==> config.mk <==
export PLATFORM = sky130hd
export DESIGN_NAME = mma_rem
export DESIGN_NICKNAME = d
export VERILOG_FILES = /design/src/design/mma_pkg.sv /design/src/design/mma_rem.sv
export SDC_FILE = /design/constraint.sdc
export NUM_CORES = 1
export LEC_CHECK = 0
export BUFFER_PORTS_ARGS = -buffer_cell sky130_fd_sc_hd__clkbuf_2
export CORE_UTILIZATION = 40
export DETAILED_ROUTE_END_ITERATION = 6
export PLACE_DENSITY = 0.74
export SETUP_SLACK_MARGIN = 0.2
export SLEW_MARGIN = 20
export SYNTH_ARGS = -nofsm -noshare
export SYNTH_HDL_FRONTEND = slang
export SYNTH_SLANG_ARGS = --single-unit
==> constraint.sdc <==
create_clock -name i_clk -period 5.37 [get_ports i_clk]
set_clock_uncertainty 0.15 [all_clocks]
set_input_delay 0.537 -clock i_clk [delete_from_list [all_inputs] [get_ports i_clk]]
set_output_delay 0.537 -clock i_clk [all_outputs]
set_load 0.1 [all_outputs]
==> src/design/mma_pkg.sv <==
`timescale 1ns / 1ps
package mma_pkg;

    // One input beat: opcode, raw PRNG word and the index for a read.
    typedef struct packed {
        logic [1:0]  opcode;
        logic [63:0] sample_word;
        logic [11:0] read_index;
    } t_item;

    // One result beat.
    typedef struct packed {
        logic        accepted;
        logic [11:0] entry_index;
        logic        pass_done;
        logic [62:0] entry_value;
    } t_result;

    typedef enum logic [1:0] {
        OP_ADD,
        OP_SUB,
        OP_READ,
        OP_CLEAR
    } t_opcode;

    typedef enum logic [1:0] {
        REG_MODULUS,
        REG_KEEP_BITS,
        REG_REJECT_BELOW,
        REG_VECTOR_LENGTH
    } t_reg_idx;

    typedef enum logic [3:0] {
        ST_INIT,
        ST_IDLE,
        ST_CLEAR,
        ST_READ,
        ST_READ_OUT,
        ST_PREP,
        ST_DIV_S,
        ST_DIV_V,
        ST_SUM,
        ST_WB
    } t_state;

    // Request to the remainder unit.
    typedef struct packed {
        logic        start;
        logic [5:0]  nbits;
        logic [62:0] dividend;
    } t_div_req;

    // Memory port strobes.
    typedef struct packed {
        logic we;
        logic re;
    } t_mem_ctl;

    localparam logic [63:0] MOD_MIN   = 64'd2;
    localparam logic [63:0] MOD_MAX   = 64'h8000_0000_0000_0000;
    localparam logic [5:0]  FULL_BITS = 6'd63;

endpackage

==> src/design/mma_rem.sv <==
`timescale 1ns / 1ps
module mma_rem (
    input  logic              i_clk,
    input  logic              i_rst_n,
    input  mma_pkg::t_div_req i_req,
    input  logic [63:0]       i_modulus,
    output logic              o_done,
    output logic [63:0]       o_rem
);
    import mma_pkg::*;

    logic        r_busy;
    logic [5:0]  r_cnt;
    logic [62:0] r_dvd;
    logic [63:0] r_rem;
    logic [5:0]  bit_idx;
    logic [63:0] shifted;
    logic [63:0] rem_step;

    // One dividend bit per cycle, most significant first.
    assign bit_idx  = r_cnt - 6'd1;
    assign shifted  = {r_rem[62:0], r_dvd[bit_idx]};
    assign rem_step = (shifted >= i_modulus) ? (shifted - i_modulus) : shifted;

    always_ff @(posedge i_clk) begin
        if (!i_rst_n) begin
            r_busy <= 1'b0;
            r_cnt  <= '0;
        end else if (i_req.start) begin
            r_busy <= 1'b1;
            r_cnt  <= i_req.nbits;
        end else if (r_busy) begin
            if (r_cnt == 6'd0) begin
                r_busy <= 1'b0;
            end else begin
                r_cnt <= bit_idx;
            end
        end
    end

    always_ff @(posedge i_clk) begin
        if (i_req.start) begin
            r_rem <= '0;
            r_dvd <= i_req.dividend;
        end else if (r_busy && (r_cnt != 6'd0)) begin
            r_rem <= rem_step;
        end
    end

    assign o_done = r_busy && (r_cnt == 6'd0);
    assign o_rem  = r_rem;

endmodule

[Word level (Yosys, flattened, before mapping)]
Cells that the tools add are included.
Cells by class
  reductions and logical operators: 6
  multiplexer cells: 9
  add/subtract/negate cells: 2
  magnitude comparators: 2
  eq/ne operators: 1
Operator list (number)
  greater-or-equal comparator 64 bit: 1
  two-way mux 64 bit: 1
  subtractor 64 bit: 1
  two-way mux 6 bit: 3
  < comparator 6 x 7 -> 1 bit, second input constant: 1
  binary-select mux 1 bit (select 6 bit): 1
  logical NOT 6 bit: 1
  nonzero test 6 bit: 1
  subtractor 6 x 1 -> 6 bit, second input constant: 1
  two-way mux 1 bit: 4
  logical AND 1 bit: 2
  inequality test 2 bit, second input constant: 1
  AND reduction 2 bit: 1
  nonzero test 2 bit: 1
Word-level totals
  output and inout port bits: 65
  flip-flop bits (word level): 134
  word-level logic and storage cells: 24
  bits of input ports: 136

[Depth between registers and ports, before layout]
Gate-level depths: netlist (run 1).
  depth after elaboration: 5
  depth in mapped cells: 25
  depth with buffers taken out: 19

[Worst setup path after synthesis (run 1)]
Ideal clock, no wire load.
  kind: register to register
  start point: register r_cnt[0]
  end point: register r_rem[58], in the netlist o_rem[58]
  data arrival time: 5221 ps
  required time: 5134 ps
  setup time: 86 ps
  cell stages (with the launch flop): 23
  buffers on the path: 3
  slack: -87 ps
  period minus slack after synthesis: 5457 ps
  cells stage by stage: dfxtp_1 -> clkbuf_1 -> inv_1 -> ha_1 -> clkbuf_1 -> clkbuf_1 -> mux4_2 -> mux4_2 -> mux2i_1 -> nand2_1 -> o21ai_0 -> ha_1 -> fa_1 -> nor2b_1 -> o21bai_1 -> a21oi_1 -> o41ai_1 -> a21oi_2 -> o21ai_1 -> a2111oi_2 -> o21ai_1 -> mux2_2 -> a211oi_1
Between the ends
  cells in the longest elaborated chain, start to end: 5
  elaborated cells between the ends (all ways): 8
  classes of those cells: add/sub: 2; order compare: 1; mux: 3; reduce/logical: 2
Ends and longest elaborated chain
  start: declaration: RTL line mma_rem.sv:13  | logic [5:0] r_cnt;
  start signal: assignment: RTL line mma_rem.sv:31  | r_cnt <= i_req.nbits;
  start signal: assignment: RTL line mma_rem.sv:36  | r_cnt <= bit_idx;
  subtractor 6 x 1 -> 6 bit: RTL line mma_rem.sv:21  | assign bit_idx = r_cnt - 6'd1;
  binary-select mux 1 bit (select 6 bit): RTL line mma_rem.sv:22  | assign shifted = {r_rem[62:0], r_dvd[bit_idx]};
  two-way mux 1 bit (implied by the code): RTL line mma_rem.sv:22
  subtractor 64 bit / greater-or-equal comparator 64 bit (equally long branches): RTL line mma_rem.sv:23  | assign rem_step = (shifted >= i_modulus) ? (shifted - i_modulus) : shifted;
  two-way mux 64 bit: RTL line mma_rem.sv:23
  end signal: assignment: RTL line mma_rem.sv:46  | r_rem <= rem_step;
  end: declaration: RTL line mma_rem.sv:15  | logic [63:0] r_rem;
Several ways; a longest one is shown, not always the timed one. The select of a mux whose other input is x is not followed.
A chain may end at the register's enable or synchronous reset.

[Final worst setup path (run 1)]
Ends and elaborated chain as after synthesis.

==> results of run 1 <==
-- cell type report --
type | count | area (um^2) | area share, %
sequential | 134 | 3310 | 27.7
timing repair buffer | 224 | 1210 | 10.1
clock inverter | 15 | 179 | 1.49
inverter | 81 | 304 | 2.54
multi-input combinational | 900 | 6140 | 51.2
clock buffer | 17 | 425 | 3.55
tap | 324 | 405 | 3.38
-- layout by cell type, fill, tap and decap left out, types with 19 or more instances in the layout --
cell and instances:
a311oi_1 30, a21o_1 25, dfxtp_1 70, xor2_1 23
edfxtp_1 63, o21ai_0 51, a211oi_1 25, nand2_1 148
a21oi_1 93, nor3_1 23, xnor2_1 26, inv_1 81
nand4_1 29, buf_4 21, clkbuf_2 199, ha_1 66
nand3_1 29, mux4_2 19, nor2_1 112
-- worst paths after layout --
| path | slack, ns | end | start | cells past startpoint |
|---|---|---|---|---|
| min reg2reg | 0.36 | o_rem[10] | o_rem[9] | 2 |
| min | 0.13 | r_dvd[20] | i_req[20] | 1 |
| max | 0.45 | o_rem[58] | r_cnt[0] | 19 |
| max reg2reg | 0.45 | o_rem[58] | r_cnt[0] | 19 |
-- per-stage QoR --
stage | hold slack (ns) | instance area (um^2) | setup WS [ns]
2_1_floorplan | 0.486 | 10100 | 0.255
3_3_place_gp | 0.338 | 11200 | 0.112
3_5_place_dp | 0.353 | 11200 | -0.0466
4_1_cts | 0.113 | 11900 | 0.201
5_1_grt | 0.105 | 12000 | 0.170
6_report | 0.129 | 12000 | 0.451
-- report_power, final --
part | total (uW) | internal (uW) | leakage [uW] | switching, uW
clock network | 1230 | 670 | 0.000295 | 561
logic | 1220 | 395 | 0.00373 | 821
registers | 1220 | 1150 | 0.00120 | 63.8
total | 3660 | 2220 | 0.00522 | 1450
-- worst register-to-register path: stages, from the launching register on --
cell and delay (ns):
dfxtp_1 0.36, inv_1 0.11, ha_1 0.33, buf_8 0.19, mux4_2 0.32, mux4_2 0.47
mux2_2 0.28, o21ai_2 0.18, ha_1 0.20, fa_1 0.19, nor2b_1 0.07, o21bai_1 0.21
a21oi_1 0.13, o41ai_2 0.37, a21oi_2 0.17, o21ai_2 0.25, a2111oi_2 0.14, o21ai_1 0.15
mux2_2 0.34, a211oi_1 0.21
-- flip-flops by register name, indices dropped and copies added, names as in the netlist --
name and cells:
r_dvd 63, r_busy 1, o_rem 64, r_cnt 6
-- logic make-up after synthesis --
group                      synth area share [%]
muxes                                      4.98
AOI/OAI and AO/OA                          23.4
and+or+nand+nor                            19.4
buffers and inverters                      6.65
DFF                                        32.9
adders and majority gates                  8.40
xor gates and xnor gates                   4.35
-- metal layers --
metal | GRT usage, % | vias to the layer above | part of all wire, %
li1 | - | 4676 | -
met1 | 31.3 | 4561 | 43
met2 | 37.6 | 488 | 46
met3 | 4.49 | 65 | 8.4
met4 | 8.48 | 0 | 2.8
met5 | 0 | - | 0
-- timing repair --
action / 4_1_cts / 5_1_grt
gates resized for setup: 3 / 13
hold buffers: 0 / 0
endpoints found under the setup margin: 30 / 61
buffers inserted: 0 / 9
pin swaps: 0 / 5
==> out/metrics.csv, run 1 <==
stage;metric;value;unit
worst_setup_path;end_kind;flop;
synth;syn_nets;1384;
outcome;status;finished clean;
synth;yosys-top-cells-area;edfxtp_1 19%, dfxtp_1 14%, ha_1 8.2%;
global_routing;grt_usage;23.4;%
sta;slew_headroom;29.8;%
worst_setup_path;crit_family;compound AO/OA/AOI/OAI gates;
placement;dp.cells;1654;
pwr;power.density;306;nW/um^2
global_routing;grt_pass1_vias;9279;
sta;finalSetupTns;0;ns
placement;portBuffers;200;
synth;synth_cells;1181;
pwr;ir_worst_vdd;201;uV
worst_setup_path;max_stage_delay;0.47;ns
worst_setup_path;crit_fanout;18;
placement;dp.final_hpwl;22.3;mm
floorplan;floorplan.initialDensity;41.0;%
clocking;clkSinkCount;134;
routing;ant_nets;0;
final_layout;post-route-util;48.8;%
worst_setup_path;critPathArrivalTime;5.11;ns
routing;vias;9790;
global_routing;antenna_found_initial;1;
floorplan;ios;201;
clocking;clock_path_buffers;2;
synth;syn_area;10100;um^2
min_path;hold_class;input port to flop;
worst_setup_path;critPathRequiredTime;5.56;ns
worst_setup_path;cp.buffers_inverters;2;
final_layout;diodes;0;
worst_setup_path;cp_cell_sequence;inv_1, ha_1, buf_8, mux4_2, mux4_2, mux2_2, o21ai_2, ha_1, fa_1, nor2b_1, o21bai_1, a21oi_1, o41ai_2, a21oi_2, o21ai_2, a2111oi_2, o21ai_1, mux2_2, a211oi_1;
synth;synthTopCellsByCount;148 x nand2_1, 113 x nor2_1, 93 x a21oi_1;
clocking;htreeDepth;4;
final_layout;final_nets;1561;
sta;finalSetupViolCount;0;
final_layout;drive_gt1_share;23.6;%
sta;hold_violations;0;
synth;ys_seq_area_share;32.9;%
global_routing;grt-ovfl-total;0;
pwr;power;3660;uW
routing;drc_errors;0;
floorplan;dieArea;25800;um^2
floorplan;die_x;161;um
worst_setup_path;startpoint_type;flop;
synth;synth_edf_count;63;
routing;dr.pass1.iters;5;
clocking;cts_root_buffer;clkbuf_16;
floorplan;die_h;161;um
routing;wirelength;30.2;mm
final_layout;fillCellCount;2362;
floorplan;core_region_area;24500;um^2
sta;period_needed;4.92;ns
global_routing;grt_max_degree;95;
clocking;cts_tree;built;
final_layout;syn2layout_area_growth;19.0;%
floorplan;placementRows;57;
sta;grt_setup_unrepaired;yes;
synth;synth_most_common_cell;nand2_1;
synth;async_reset_ff_share;0;%
synth;yosys_warnings;0;
routing;via_per_inst;5.78;
pwr;p_leak;0.00522;uW
worst_setup_path;cp_slowest_cell;mux4_2;
routing;wire_per_inst;17.8;um
worst_setup_path;crit_type;flop to flop;
synth;yosysTopAreaCellShare;18.8;%
final_layout;stdcell_count;1695;
sta;slew_viol_final;0;
synth;synth_cell_types;90;
synth;ys.flop_type;dfxtp_1;
clocking;numCtsBuffers;17;
placement;gp_congestion;0.931;
synth;ys_ff_latch;134;
routing;drt_iter0_markers;762;
synth;yosys.area.top_type;edfxtp_1;
flow_run;cap_violations;0;
sta;max_freq;203;MHz
sta;period_share;91.6;%
clocking;clock_latency;0.43;ns
global_routing;grt_pass1_wl;48.0;mm
clocking;clk_pin_slew;0.07;ns
synth;synth_area_per_cell;8.52;um^2
sta;worstMarginPinSlew;1.05;ns
Power figures use the tool's default switching activity.
==> run 2: changes to the inputs <==
- GPL_TIMING_DRIVEN: unset -> 1
- PLACE_DENSITY: 0.74 -> unset
- SLEW_MARGIN: 20 -> unset
==> run 2 against run 1 <==
The run now ends with design-rule violations left. Cell count down 0.18%. Clock-buffer cell count did not move. Sequential power about the same. Final area rose by 0.16%. Routed wire length rose by 0.27%. Sequential share of layout area about the same. Utilization rose by 0.077 points. Flip-flop and latch count did not move. Critical endpoint unchanged.
==> out/metrics.csv, run 2 (same netlist as run 1, synthesis figures left out) <==
stage;metric;value;unit;change
routing;dr.pass1.iters;7;;+2
placement;portBuffers;200;;unchanged
outcome;status;finished, violations left;;
worst_setup_path;cp_cell_sequence;inv_1, ha_4, buf_12, mux4_2, mux4_2, mux2_2, o21ai_2, ha_2, fa_1, nor2b_1, o21bai_1, a21oi_1, o41ai_2, a21oi_2, o21ai_2, a2111oi_2, o21ai_1, mux2_2, a211oi_1;;
routing;drt_iter0_markers;768;;+0.79%
global_routing;grt_max_degree;95;;unchanged
worst_setup_path;max_stage_delay;0.48;ns;about the same
routing;ant_nets;0;;unchanged
floorplan;ios;201;;unchanged
final_layout;layout_commonest_cell;clkbuf_2;;
clocking;cts_root_buffer;clkbuf_16;;
global_routing;grt_pass1_wl;48.5;mm;+1.1%
floorplan;placementRows;57;;unchanged
routing;via_per_inst;5.69;;-1.4%
global_routing;grt_usage;23.7;%;+0.27 points
floorplan;die_h;161;um;unchanged
sta;worstMarginPinSlew;1.04;ns;-0.00835 ns
pwr;p_leak;0.00522;uW;about the same
worst_setup_path;critPathRequiredTime;5.57;ns;about the same
placement;placed_area;11300;um^2;+0.11%
sta;grt_setup_unrepaired;no;;
final_layout;final_nets;1558;;-0.19%
worst_setup_path;end_kind;flop;;
floorplan;floorplan.initialDensity;41.0;%;unchanged
global_routing;grt-ovfl-total;0;;unchanged
placement;gp_congestion;0.942;;+1.1%
floorplan;dieArea;25800;um^2;unchanged
clocking;htreeDepth;4;;unchanged
sta;slew_viol_final;0;;unchanged
worst_setup_path;startpoint_type;flop;;
final_layout;post-route-util;48.9;%;+0.077 points
worst_setup_path;crit_fanout;5;;-13
final_layout;mostFrequentLayoutCells;199 x clkbuf_2, 148 x nand2_1, 112 x nor2_1, 93 x a21oi_1, 81 x inv_1;;
final_layout;largest_reg_flops;64;;unchanged
placement;dp.final_hpwl;22.7;mm;+1.7%
global_routing;antenna_found_initial;0;;-1
final_layout;drive_gt1_share;23.4;%;-0.17 points
final_layout;stdcell_area;12000;um^2;+0.16%
routing;vias;9631;;-1.6%
clocking;clk_pin_slew;0.07;ns;about the same
pwr;power;3660;uW;about the same
clocking;clock_latency;0.43;ns;about the same
placement;place_ws;-0.114;ns;-0.0674 ns
global_routing;grt_pass1_vias;9177;;-1.1%
outcome;violations;design-rule violations;;
final_layout;syn2layout_area_growth;19.2;%;
routing;wirelength;30.2;mm;+0.27%
flow_run;cap_violations;0;;unchanged
worst_setup_path;critPathArrivalTime;5.08;ns;-0.03 ns
sta;hold_violations;0;;unchanged
routing;wire_per_inst;17.9;um;+0.44%
sta;slew_headroom;30.4;%;+0.56 points
floorplan;core_region_area;24500;um^2;unchanged
clocking;numCtsBuffers;17;;unchanged
clocking;clkSinkCount;134;;unchanged
clocking;cts_tree;built;;
clocking;clock_path_buffers;2;;unchanged
routing;drc_errors;2;;+2
pwr;ir_worst_vdd;191;uV;-5.0%
sta;period_share;90.9;%;-0.71 points
min_path;hold_class;input port to flop;;
pwr;power.density;305;nW/um^2;-0.19%
sta;setup_ws;0.489;ns;+0.0382 ns
final_layout;diodes;0;;unchanged
worst_setup_path;cp_slowest_cell;mux4_2;;
worst_setup_path;crit_type;flop to flop;;
sta;finalSetupViolCount;0;;unchanged
final_layout;fillCellCount;2457;;+4.0%
sta;period_needed;4.88;ns;-0.0382 ns
sta;max_freq;205;MHz;+0.78%
floorplan;die_x;161;um;unchanged
## run 2: routing by layer
layer / global-route usage (%) / wire length, um
met2: 38.0 / 14000
met4: 5.80 / 474
met5: 0 / 0
met1: 32.8 / 13500
met3: 4.52 / 2330
## run 2: per-stage QoR
| step | setup TNS [ns] | hold WS (ns) | std cells |
|---|---|---|---|
| 2_1_floorplan | 0 | 0.486 | 1181 |
| 3_3_place_gp | 0 | 0.342 | 1654 |
| 3_5_place_dp | -0.171 | 0.348 | 1654 |
| 4_1_cts | 0 | 0.112 | 1688 |
| 5_1_grt | 0 | 0.106 | 1692 |
| 6_report | 0 | 0.123 | 1692 |
## run 2: critical path: cells and delay by family, from the launching register on
family,cells,cell delay (ns)
muxes,4,1.40
buffers and inverters,2,0.23
AOI/OAI and AO/OA,9,1.85
and+or+nand+nor,1,0.07
adders and majority gates,3,0.75
DFF,1,0.34
## run 2: timing repair
action                     4_1_cts  5_1_grt
pin swaps                        1        5
setup buffers                    2        4
setup endpoints to repair       52       40
hold buffers                     0        0
cloned                           0        0
resized for setup                4       11
## run 2: path summary, 6_finish.rpt
path | startpoint | end | slack [ns] | cells after the start
setup reg to reg | r_cnt[0] | o_rem[58] | 0.49 | 19
setup / recovery | r_cnt[0] | o_rem[58] | 0.49 | 19
hold / removal | i_req[10] | r_dvd[10] | 0.12 | 1
hold reg to reg | o_rem[28] | o_rem[28] | 0.36 | 2
## run 2: power by group
group	total, uW	internal [uW]	switching, uW
sequential	1220	1150	67.8
clock	1220	669	550
combinational	1220	404	817
total	3660	2230	1440
## run 2: layout make-up
| type | count | area (um^2) | area share, % |
|---|---|---|---|
| multi-input combinational | 900 | 6150 | 51.3 |
| sequential | 134 | 3310 | 27.6 |
| timing repair buffer | 221 | 1210 | 10.1 |
| clock buffer | 17 | 425 | 3.55 |
| tap | 324 | 405 | 3.38 |
| inverter | 81 | 304 | 2.53 |
| clock inverter | 15 | 176 | 1.47 |
==> run 3: changes to the inputs <==
- CELL_PAD_IN_SITES_DETAIL_PLACEMENT: unset -> 0
- CELL_PAD_IN_SITES_GLOBAL_PLACEMENT: unset -> 2
- CORE_UTILIZATION: 40 -> 30
- PLACE_DENSITY_LB_ADDON: unset -> 0.1
==> run 3 against run 2 <==
The run still ends with design-rule violations left. Register-to-register slack about the same. Sequential share of layout area shrank 0.49 points. Fmax increased by 0.11%. Combinational power about the same. Critical endpoint is now o_rem[63]. Largest power group is now the clock network.
==> out/metrics.csv, run 3 (same netlist as run 1, synthesis figures left out) <==
stage;metric;value;unit;change
sta;hold_violations;0;;unchanged
routing;dr.pass1.iters;7;;unchanged
pwr;ir_worst_vdd;205;uV;+7.0%
sta;period_share;90.8;%;-0.099 points
flow_run;cap_violations;0;;unchanged
sta;period_needed;4.88;ns;-0.00529 ns
sta;slew_headroom;33.2;%;+2.8 points
worst_setup_path;crit_type;flop to flop;;
routing;wire_per_inst;19.3;um;+7.9%
min_path;hold_class;input port to flop;;
clocking;clock_path_buffers;2;;unchanged
floorplan;placementRows;66;;+16%
floorplan;die_h;185;um;+15%
clocking;htreeDepth;4;;unchanged
final_layout;final_nets;1565;;+0.45%
pwr;p_switching;1450;uW;+0.82%
final_layout;largest_reg_flops;64;;unchanged
final_layout;stdcell_area;12200;um^2;+1.8%
clocking;numCtsBuffers;17;;unchanged
floorplan;die_x;185;um;+15%
worst_setup_path;critPathArrivalTime;5.06;ns;-0.02 ns
global_routing;antenna_found_initial;0;;unchanged
worst_setup_path;critPathRequiredTime;5.55;ns;-0.02 ns
global_routing;grt_usage;20.4;%;-3.3 points
sta;finalSetupViolCount;0;;unchanged
outcome;violations;design-rule violations;;
floorplan;ios;201;;unchanged
worst_setup_path;startpoint_type;flop;;
clocking;clock_latency;0.45;ns;+0.02 ns
pwr;power.density;312;nW/um^2;+2.0%
pwr;clkPwrFrac;35.4;%;+2.1 points
placement;gp_congestion;0.890;;-5.5%
sta;worstMarginPinSlew;1.00;ns;-0.0449 ns
floorplan;core_region_area;32800;um^2;+34%
sta;grt_setup_unrepaired;no;;
routing;vias;9417;;-2.2%
worst_setup_path;crit_fanout;9;;+4
pwr;p_seq_share;32.2;%;-1.2 points
sta;finalSetupTns;0;ns;unchanged
worst_setup_path;r2r_cells;18;;-1
routing;wirelength;35.0;mm;+16%
routing;ant_nets;0;;unchanged
clocking;cts_root_buffer;clkbuf_16;;
sta;slew_viol_final;0;;unchanged
pwr;pwr-share-comb;32.3;%;-1.0 points
final_layout;drive_gt1_share;23.6;%;+0.24 points
pwr;sw_frac_of_total;38.1;%;-1.1 points
outcome;status;finished, violations left;;
min_path;holdPathStages;1;;unchanged
routing;drt_iter0_markers;579;;-25%
worst_setup_path;cp_cell_sequence;inv_1, ha_1, buf_4, mux4_2, mux4_2, mux2_2, o21ai_2, ha_1, nand2b_1, a21oi_2, o2111ai_2, o21ai_1, a2bb2oi_1, nand2_1, o21ai_1, o311ai_1, and3b_1, a2111o_1;;
clocking;cts_tree;built;;
sta;max_freq;205;MHz;+0.11%
final_layout;mostFrequentLayoutCells;199 x clkbuf_2, 148 x nand2_1, 113 x nor2_1, 93 x a21oi_1, 81 x inv_1;;
pwr;p_leak;0.00527;uW;+0.88%
clocking;clk_pin_slew;0.07;ns;about the same
worst_setup_path;cp_slowest_cell;mux4_2;;
routing;via_per_inst;5.18;;-8.9%
clocking;postCtsHoldBufs;0;;unchanged
worst_setup_path;end_kind;flop;;
floorplan;floorplan.initialDensity;30.7;%;-10 points
global_routing;grt_pass1_wl;52.9;mm;+9.1%
floorplan;dieArea;34300;um^2;+33%
final_layout;layout_commonest_cell;clkbuf_2;;
final_layout;syn2layout_area_growth;21.2;%;
global_routing;grt_max_degree;77;;-19%
placement;dp.final_hpwl;27.1;mm;+19%
pwr;internal_power;2360;uW;+5.7%
routing;drc_errors;4;;+2
final_layout;diodes;0;;unchanged
placement;placed_area;11500;um^2;+1.8%
worst_setup_path;max_stage_delay;0.48;ns;about the same
global_routing;grt-ovfl-total;0;;unchanged
placement;portBuffers;200;;unchanged
clocking;clkSinkCount;134;;unchanged
final_layout;fillCellCount;3475;;+41%
global_routing;grt_pass1_vias;9278;;+1.1%
[run 3: power groups by stage]
| stage | logic [uW] | registers (uW) | clock network (uW) |
|---|---|---|---|
| 6_report | 1230 | 1220 | 1350 |
| 5_1_grt | 1340 | 1240 | 1420 |
| 4_1_cts | 1230 | 1230 | 1390 |
| 3_5_place_dp | 1220 | 1250 | 0 |
| 3_3_place_gp | 1230 | 1250 | 0 |
| 2_1_floorplan | 667 | 1490 | 0 |
[run 3: layout make-up]
| class | count | area [um^2] | area share (%) |
|---|---|---|---|
| Timing Repair Buffer | 228 | 1250 | 10.2 |
| Clock inverter | 15 | 234 | 1.92 |
| Multi-Input combinational cell | 900 | 6130 | 50.2 |
| Clock buffer | 17 | 425 | 3.49 |
| Inverter | 81 | 304 | 2.49 |
| Sequential cell | 134 | 3310 | 27.1 |
| Tap cell | 442 | 553 | 4.53 |
[run 3: per-stage QoR]
stage / total power (uW) / cells / utilization (%) / worst slack (ns) / hold slack (ns)
floorplan: 2160 / 1181 / - / 0.255 / 0.486
global placement: 2480 / 1781 / 35.0 / 0.176 / 0.352
detailed placement: 2470 / 1781 / 35.0 / 0.0895 / 0.344
CTS: 3840 / 1813 / 37.0 / 0.219 / 0.0978
global route: 3990 / 1817 / 37.2 / 0.221 / 0.0973
finish: 3800 / 1817 / 37.2 / 0.494 / 0.120
[run 3: worst paths after layout]
| check | start | to | slack (ns) |
|---|---|---|---|
| min | i_req[5] | r_dvd[5] | 0.12 |
| max reg2reg | r_cnt[1] | o_rem[63] | 0.49 |
| max | r_cnt[1] | o_rem[63] | 0.49 |
| min reg2reg | o_rem[28] | o_rem[28] | 0.36 |
[run 3: repair_timing]
item                       CTS  global route
setup buffers                0             3
cloned                       0             1
resized for setup            2            10
pin swaps                    0             4
setup endpoints to repair    2            62
[run 3: metal layers]
metal | up-vias | GRT usage (%) | routed length [um]
met1 | 4472 | 27.0 | 16400
li1 | 4680 | - | -
met5 | - | 0 | 0
met4 | 0 | 4.86 | 374
met3 | 23 | 3.62 | 1600
met2 | 242 | 34.4 | 16700
[run 3: critical path: cells and delay by family (launching register included)]
kind,cells,cell delay [ns]
AO/OA/AOI/OAI,8,1.91
buffers and inverters,2,0.26
flip-flops,1,0.39
multiplexers,3,1.06
adder cells (fa/ha/maj),2,0.50
AND/OR/NAND/NOR,3,0.50
